`src/rtl/core/acull_pkg.sv`:
```
package acull_pkg;

  localparam int WORD_W      = 64;
  localparam int ROW_COUNT   = 3;
  localparam int VP_ROWS     = 4;
  localparam int LANES       = 4;
  localparam int PLANES      = 6;
  localparam int COEF_FRAC   = 12;
  localparam int COORD_FRAC  = 8;
  localparam int QUEUE_DEPTH = 4;
  localparam int QPTR_W      = $clog2(QUEUE_DEPTH);
  localparam int QCNT_W      = $clog2(QUEUE_DEPTH + 1);

  localparam logic [1:0] ROW_NONE = 2'd3;

  typedef enum logic {
    FUNC_LOAD = 1'b0,
    FUNC_TEST = 1'b1
  } func_t;

  typedef enum logic [1:0] {
    CFG_VP_ROW0 = 2'd0,
    CFG_VP_ROW1 = 2'd1,
    CFG_VP_ROW2 = 2'd2,
    CFG_VP_ROW3 = 2'd3
  } cfg_index_t;

  typedef struct packed {
    logic [QCNT_W-1:0] count;
    logic              full;
  } q_status_t;

endpackage

```
`src/rtl/core/acull_queue.sv`:
```
module acull_queue import acull_pkg::*; #(
  parameter int DATA_W = 96
) (
  input  logic              clk,
  input  logic              rst,
  input  logic              push,
  input  logic [DATA_W-1:0] push_data,
  input  logic              pop,
  output logic              pop_valid,
  output logic [DATA_W-1:0] pop_data,
  output q_status_t         q_status
);

  logic [DATA_W-1:0] mem [QUEUE_DEPTH];
  logic [QPTR_W-1:0] wr_ptr;
  logic [QPTR_W-1:0] rd_ptr;
  logic [QCNT_W-1:0] count;
  logic              do_pop;

  assign pop_valid = (count != '0);
  assign do_pop    = pop && pop_valid;
  assign pop_data  = mem[rd_ptr];
  assign q_status.count = count;
  assign q_status.full  = (count == QCNT_W'(QUEUE_DEPTH));

  always_ff @(posedge clk) begin
    if (rst) begin
      wr_ptr <= '0;
      rd_ptr <= '0;
      count  <= '0;
    end else begin
      if (push) begin
        wr_ptr <= wr_ptr + QPTR_W'(1);
      end
      if (do_pop) begin
        rd_ptr <= rd_ptr + QPTR_W'(1);
      end
      count <= count + QCNT_W'(push) - QCNT_W'(do_pop);
    end
  end

  always_ff @(posedge clk) begin
    if (push) begin
      mem[wr_ptr] <= push_data;
    end
  end

endmodule

```
`config.mk`:
```
export PLATFORM = sky130hd
export DESIGN_NAME = acull_queue
export DESIGN_NICKNAME = d
export VERILOG_FILES = /design/src/rtl/core/acull_pkg.sv /design/src/rtl/core/acull_queue.sv
export SDC_FILE = /design/constraint.sdc
export NUM_CORES = 1
export LEC_CHECK = 0
export BUFFER_PORTS_ARGS = -buffer_cell sky130_fd_sc_hd__buf_2
export CAP_MARGIN = 10
export CORE_MARGIN = 1
export CORE_UTILIZATION = 53
export CTS_BUF_LIST = sky130_fd_sc_hd__clkbuf_8
export DETAILED_ROUTE_END_ITERATION = 6
export PLACE_DENSITY_LB_ADDON = 0.15
export SYNTH_ARGS = -nofsm -noshare
export SYNTH_HDL_FRONTEND = slang
export SYNTH_SLANG_ARGS = --single-unit
```
`constraint.sdc`:
```
create_clock -name clk -period 3.1 [get_ports clk]
set_input_delay 0.155 -clock clk [delete_from_list [all_inputs] [get_ports clk]]
set_output_delay 0.155 -clock clk [all_outputs]
set_load 0.005 [all_outputs]
```
; Yosys cells after proc, flatten, opt, wreduce, memory -nomap -nowiden
; Memories as Yosys holds them, arrays and structs flattened. A register that Yosys moved wholly into a read port is not among the register bits.
; Cells that the tools add are included.
; Widths: inputs -> output; s select.
[totals]
register_bits = 7
latchBits = 0
mem_bits_rw = 384
rom_bits = 0
inputBits = 100
elab_cells = 15
mem_count = 1
[mem_list]
columns = memory, words, width, rd, rd_clocked_by_memory_dff, wr, line
row1 = mem, 4, 96, 1, 1, 1, acull_queue.sv:14  ; logic [DATA_W-1:0] mem [QUEUE_DEPTH];
[op_classes]
addsub = 4
n_mul = 0
div = 0
magnitude_cmp = 0
n_eq_ne = 1
shifts = 0
muxes = 4
bitwise_logic = 0
reduce_logical = 2
[op_table]
columns = operator, count
row1 = $add 2x1->2 const B, 2
row2 = $mux 2, 2
row3 = $add 3x1->3, 1
row4 = $eq 3x3->1 const B, 1
row5 = $reduce_bool 3->1, 1
row6 = $sub 3x1->3, 1
row7 = $mux 1, 2
row8 = $logic_and 1x1->1, 1

; Depth between registers and ports, before layout
; Gate-level depths: netlist of run 1.
[depth]
depth_word = 4
mapped_depth = 7
mapped_depth_nobuf = 7

; Worst setup path before layout of run 1
; OpenSTA, ideal clock, no wires.
[synth_timing]
path_kind = reg-to-reg
start = register wr_ptr[0]
end = memory mem[0][0] (enable)
setup_ns = 0.465
arrival_time_ns = 2.764
t_required_ns = 2.635
setup_slack_ns = -0.129
stages_incl_launch_ff = 4
path_buffers = 0
period_less_slack_ns = 3.229
path_cell_list = dfxtp_1 -> inv_1 -> ha_1 -> and2_1
[synth_lines]
columns = element, line
row1 = from (decl), acull_queue.sv:15  ; logic [QPTR_W-1:0] wr_ptr;
row2 = from (signal assigned), acull_queue.sv:33  ; wr_ptr <= wr_ptr + QPTR_W'(1);
row3 = to (decl), acull_queue.sv:14
; Straight into the memory's write port.

==> results of run 1 <==
[worst max-delay path, cell delays in order (launching register included)]
cell	delay (ps)
dfxtp_4	630
buf_4	420
mux4_2	580
buf_2	150
[metrics by stage]
step | hold WS [ps] | setup slack [ps] | cells | area, um2
final | 56.2 | 616 | 1283 | 17900
after global routing | 60.8 | 427 | 1283 | 17900
after CTS | 18.1 | 522 | 1282 | 17900
after detailed placement | 372 | 1130 | 1074 | 15800
after global placement | 362 | 1140 | 1074 | 15800
after floorplan | 254 | 931 | 548 | 14300
[per-layer routing]
metal  part of all wire  global-route usage  routed length [um]
met3              0.074              0.0529                2030
met5            0.00047                   0                  13
met4              0.016              0.0688                 448
met1               0.40               0.269               11000
met2               0.51               0.351               14200
[power breakdown]
part	internal (W)	leakage (nW)	switching, W
combinational	0.00121	1.96	0.000954
clock	0.00214	0.661	0.00192
sequential	0.00613	3.60	0.000163
total	0.00948	6.23	0.00304
[flip-flops by register name (all words and copies together) (netlist names), named ones only]
name / flops
mem: 384
count: 3
rd_ptr: 2
wr_ptr: 2
[logic make-up after synthesis]
group                    synth area share
buffers and inverters              0.0123
adder cells (fa/ha/maj)           0.00664
multiplexers                        0.154
AND/OR/NAND/NOR                   0.00568
AO/OA/AOI/OAI                     0.00122
XOR/XNOR                          0.00227
flip-flops                          0.818
[worst max-delay path by stage]
stage / slack [ps] / from / depth (start not counted) / endpoint
after floorplan: 930 / wr_ptr[0] / 3 / mem[2][0]
after global placement: 1140 / flop / 3 / pop_data[30]
after detailed placement: 1130 / flop / 3 / pop_data[30]
after CTS: 520 / flop / 3 / pop_data[30]
after global routing: 430 / flop / 3 / pop_data[30]
final: 620 / flop / 3 / pop_data[30]
[placed cells by master (no fill, tap or decap), drive strengths merged, types with 3 or more instances in the layout]
master       Yosys  final
nor2b            4      4
nor2             5      5
ha               6      6
dlygate4sd3      0     99
clkbuf           6     69
edfxtp         384    384
dfxtp            9      9
clkinvlp         0      3
mux4            96     96
buf             17    214
and2             4      4
clkinv           0     11
inv              6     31
mux2             3      3
[layout make-up]
type	instances	area (um2)
repair buffers	313	2180
inverters	6	22.5
diodes	1	2.50
flip-flops and latches	393	11700
clock buffers	69	950
multi-input cells	126	2440
well taps	335	419
clock inverters	40	204
fillers	1656	8340
==> results.cfg, run 1 <==
[min_path]
hp-class = input pin to flop
min_from = pop
hold-path-cell-count = 3

[drt]
drcViolationCount = 14
num_vias = 6990
first_iter_violations = 588
wire_per_inst_um = 21.5
vias_per_cell = 5.45
postRouteAntennaNets = 0
firstDrtPassIters = 7
routed_wl_um = 27600

[run_status]
violations = design-rule violations
status = finished with violations

[clock_tree]
cts_hold_buf = 99
clock_sinks = 393
cts_resized = 0
post-cts-setup-buffers = 0
clk_latency_ps = 550
cts_root_buffer = clkbuf_8
clk_path_buf_depth = 3
cts.htree.levels = 3
cts_tree = yes
cts.clk_slew.worst_paths_ps = 60
cts_inserted_buffers = 66

[logic_synthesis]
synthTopCellsByArea = edfxtp_1 (81%), mux4_2 (15%), dfxtp_1 (1.3%)
ys_warn_count = 0
yosysMostFrequentCell = edfxtp_1
yosysSeqAreaShare = 0.818
ys_async_sr_fraction = 0
syn-num-nets = 655
synth_top_area_share = 0.805
synth-seq-cells = 393
yosys.area.top_type = edfxtp_1
syn_inst = 548
synth_area_um2 = 14300
ys_types = 21
synth.avg_cell_area_um2 = 26.1
synth_ff_type = edfxtp_1
netlist_top_cells_count = edfxtp_1 (384), mux4_2 (96), buf_2 (11)
synth_edf_count = 384

[setup_path]
end_kind = output pin
cp-start-kind = flop
cp_max_fo = 21
r2r_slack_ps = 1130
r2r_cells = 7
arrival_ps = 2330
cp.required_ps = 2940
worst-setup-path-type = flop to output pin
timing.rr.start = count[1]
timing.rr.end = count[2]

[sta]
hold_viol = 0
clock.fmax_ghz = 0.403
fin_setup_tns_ps = 0
setup_violations = 0
fin_crit_sh = 0.801
final_max_slew_viol_count = 0
fin_skew_ps = 16.4
maxSlewHeadroom = 0.502
rsz0062_at_grt = no
tightest_slew_ps = 746
layout_min_cycle_time_ps = 2480

[die]
die-area_um2 = 27700
coreArea_um2 = 26300
rows = 59
die_h_um = 166
die_x_um = 166
initial_core_util = 0.545
ioPinCount = 201

[grt]
overflow = 0
grt_pass1_wl_um = 43300
grtUsageTotal = 0.209
antenna_found_initial = 2
grt_pass1_vias = 7801
grt_max_degree = 54

[flow_run]
drv_cap = 0

[finish]
area_growth_pct = 25.3
layout-drive-gt1-share = 0.418
post-route-util = 0.683
nets = 1013

[power]
ir_drop_mv = 0.504
power_w = 0.0125
powerDensity_nw_per_um2 = 697
p_leak_nw = 6.23

[placed_design]
dp_hpwl_um = 16200
port_buffers = 200
place.gp.congestion = 0.743
(Power assumes the default switching activity.)
==> run 2: changes to the inputs <==
==> constraint.sdc (replaced) <==
create_clock -name clk -period 2 [get_ports clk]
set_input_delay 0.1 -clock clk [delete_from_list [all_inputs] [get_ports clk]]
set_output_delay 0.1 -clock clk [all_outputs]
set_load 0.005 [all_outputs]
==> results.cfg, run 2 (synthesized netlist as in run 1, its figures left out) <==
[setup_path]
worst-setup-path-type = flop to output pin
cp.required_ps = 1900
arrival_ps = 1980
cp-start-kind = flop
end_kind = output pin
cp_max_fo = 10

[grt]
grtUsageTotal = 0.213
antenna_found_initial = 0
grt-busiest-layer = met2
gr-usage-met2 = 0.360
grt_max_degree = 73
met1_usage = 0.279
use_met3 = 0.0477
overflow = 0
grt_pass1_vias = 7748
grt_pass1_wl_um = 44000

[clock_tree]
clk_latency_ps = 570
cts_inserted_buffers = 59
clock_sinks = 393
cts.htree.levels = 2
cts_tree = yes
cts.clk_slew.worst_paths_ps = 60
clk_path_buf_depth = 3
cts_root_buffer = clkbuf_8

[sta]
hold_viol = 0
maxSlewHeadroom = 0.675
rsz0062_at_grt = yes
fin_crit_sh = 1.04
setup_violations = 95
tightest_slew_ps = 481
setup_slack_ps = -84.4
fin_skew_ps = 13.8
final_max_slew_viol_count = 0
layout_min_cycle_time_ps = 2080
clock.fmax_ghz = 0.480

[run_status]
status = finished with violations
violations = design-rule violations, negative setup slack

[drt]
num_vias = 7007
vias_per_cell = 5.38
firstDrtPassIters = 6
drcViolationCount = 13
routed_wl_um = 28800
wire_per_inst_um = 22.1
postRouteAntennaNets = 0
first_iter_violations = 511

[finish]
final_common_cell = edfxtp_1
largest_register = mem
area_growth_pct = 28.7
largest_registers = mem (384), count (3)
diodes = 0
instances_no_fill = 1302
nets = 1027
layout-drive-gt1-share = 0.427
final_cell_mix = edfxtp_1 (384), buf_2 (193), dlygate4sd3_1 (99), mux4_2 (96), clkbuf_8 (67)
largest_register_ffs = 384

[min_path]
hp-class = input pin to flop

[placed_design]
dp.cells = 1080
place.gp.congestion = 0.719
dp_hpwl_um = 15700
port_buffers = 200

[power]
power_w = 0.0200
p_leak_nw = 6.44
powerDensity_nw_per_um2 = 1080
ir_drop_mv = 0.736

[die]
die_h_um = 166
rows = 59
initial_core_util = 0.545
ioPinCount = 201
die-area_um2 = 27700
coreArea_um2 = 26300
die_x_um = 166

[flow_run]
drv_cap = 0
[run 2: changes by cell type in the layout (fill, tap and decap cells not counted), moves of 2 or more]
cell | previous run | this run
buf_2 | 200 | 193
clkinv_1 | 10 | 15
buf_6 | 0 | 10
buf_16 | 0 | 9
clkbuf_16 | 0 | 4
clkinv_2 | 1 | 4
clkinvlp_4 | 3 | 0
clkbuf_8 | 69 | 67
inv_6 | 3 | 0
buf_12 | 7 | 13
[run 2: layer usage]
metal  up-vias  wire length, um
li1       3117                -
met2       224            14800
met5         -                0
met4         0              499
met1      3622            11600
met3        44             1840
[run 2: cell type report]
type	instances	area [um2]
clock inverters	41	185
inverters	6	22.5
well taps	335	419
clock buffers	67	922
fillers	1599	7850
flip-flops and latches	393	11700
multi-input cells	126	2440
repair buffers	334	2720
[run 2: stage by stage]
stage               setup TNS [ps]  cell area (um2)  setup slack [ps]  hold slack, ps   util
floorplan                        0            14300               111             199      -
global placement                 0            15900               123             308  0.606
detailed placement               0            15900              50.9             320  0.606
CTS                          -9890            18300              -146             235  0.696
global route                -11980            18400              -169             243  0.701
finish                       -4100            18400             -84.4             277  0.701
[run 2: repair_timing]
item / CTS / global route
hold endpoints to repair: 393 / 0
gates cloned: 6 / 4
setup buffers: 5 / 1
resized for setup: 14 / 9
endpoints found under the setup margin: 96 / 97
hold buffers: 99 / 0
pin swaps: 0 / 1
[run 2: final timing paths]
| check | endpoint | cells past startpoint | slack [ps] | startpoint |
|---|---|---|---|---|
| worst max-delay path | pop_data[7] | 4 | -80 | flop |
| worst min-delay path | mem[3][10] | 2 | 280 | push_data[10] |
| worst max register to register | count[2] | 7 | 70 | count[2] |
| worst min register to register | rd_ptr[1] | 2 | 570 | rd_ptr[1] |
[run 2: where the power goes]
group          switching [W]  total (W)  internal, W
Clock                0.00284    0.00600      0.00317
Sequential          0.000133    0.00963      0.00950
Combinational        0.00185    0.00432      0.00248
[run 2: critical path: stages, from the launching register on]
cell and delay, ps:
dfxtp_4 390, buf_12 160, buf_16 170, mux4_2 530, buf_2 150
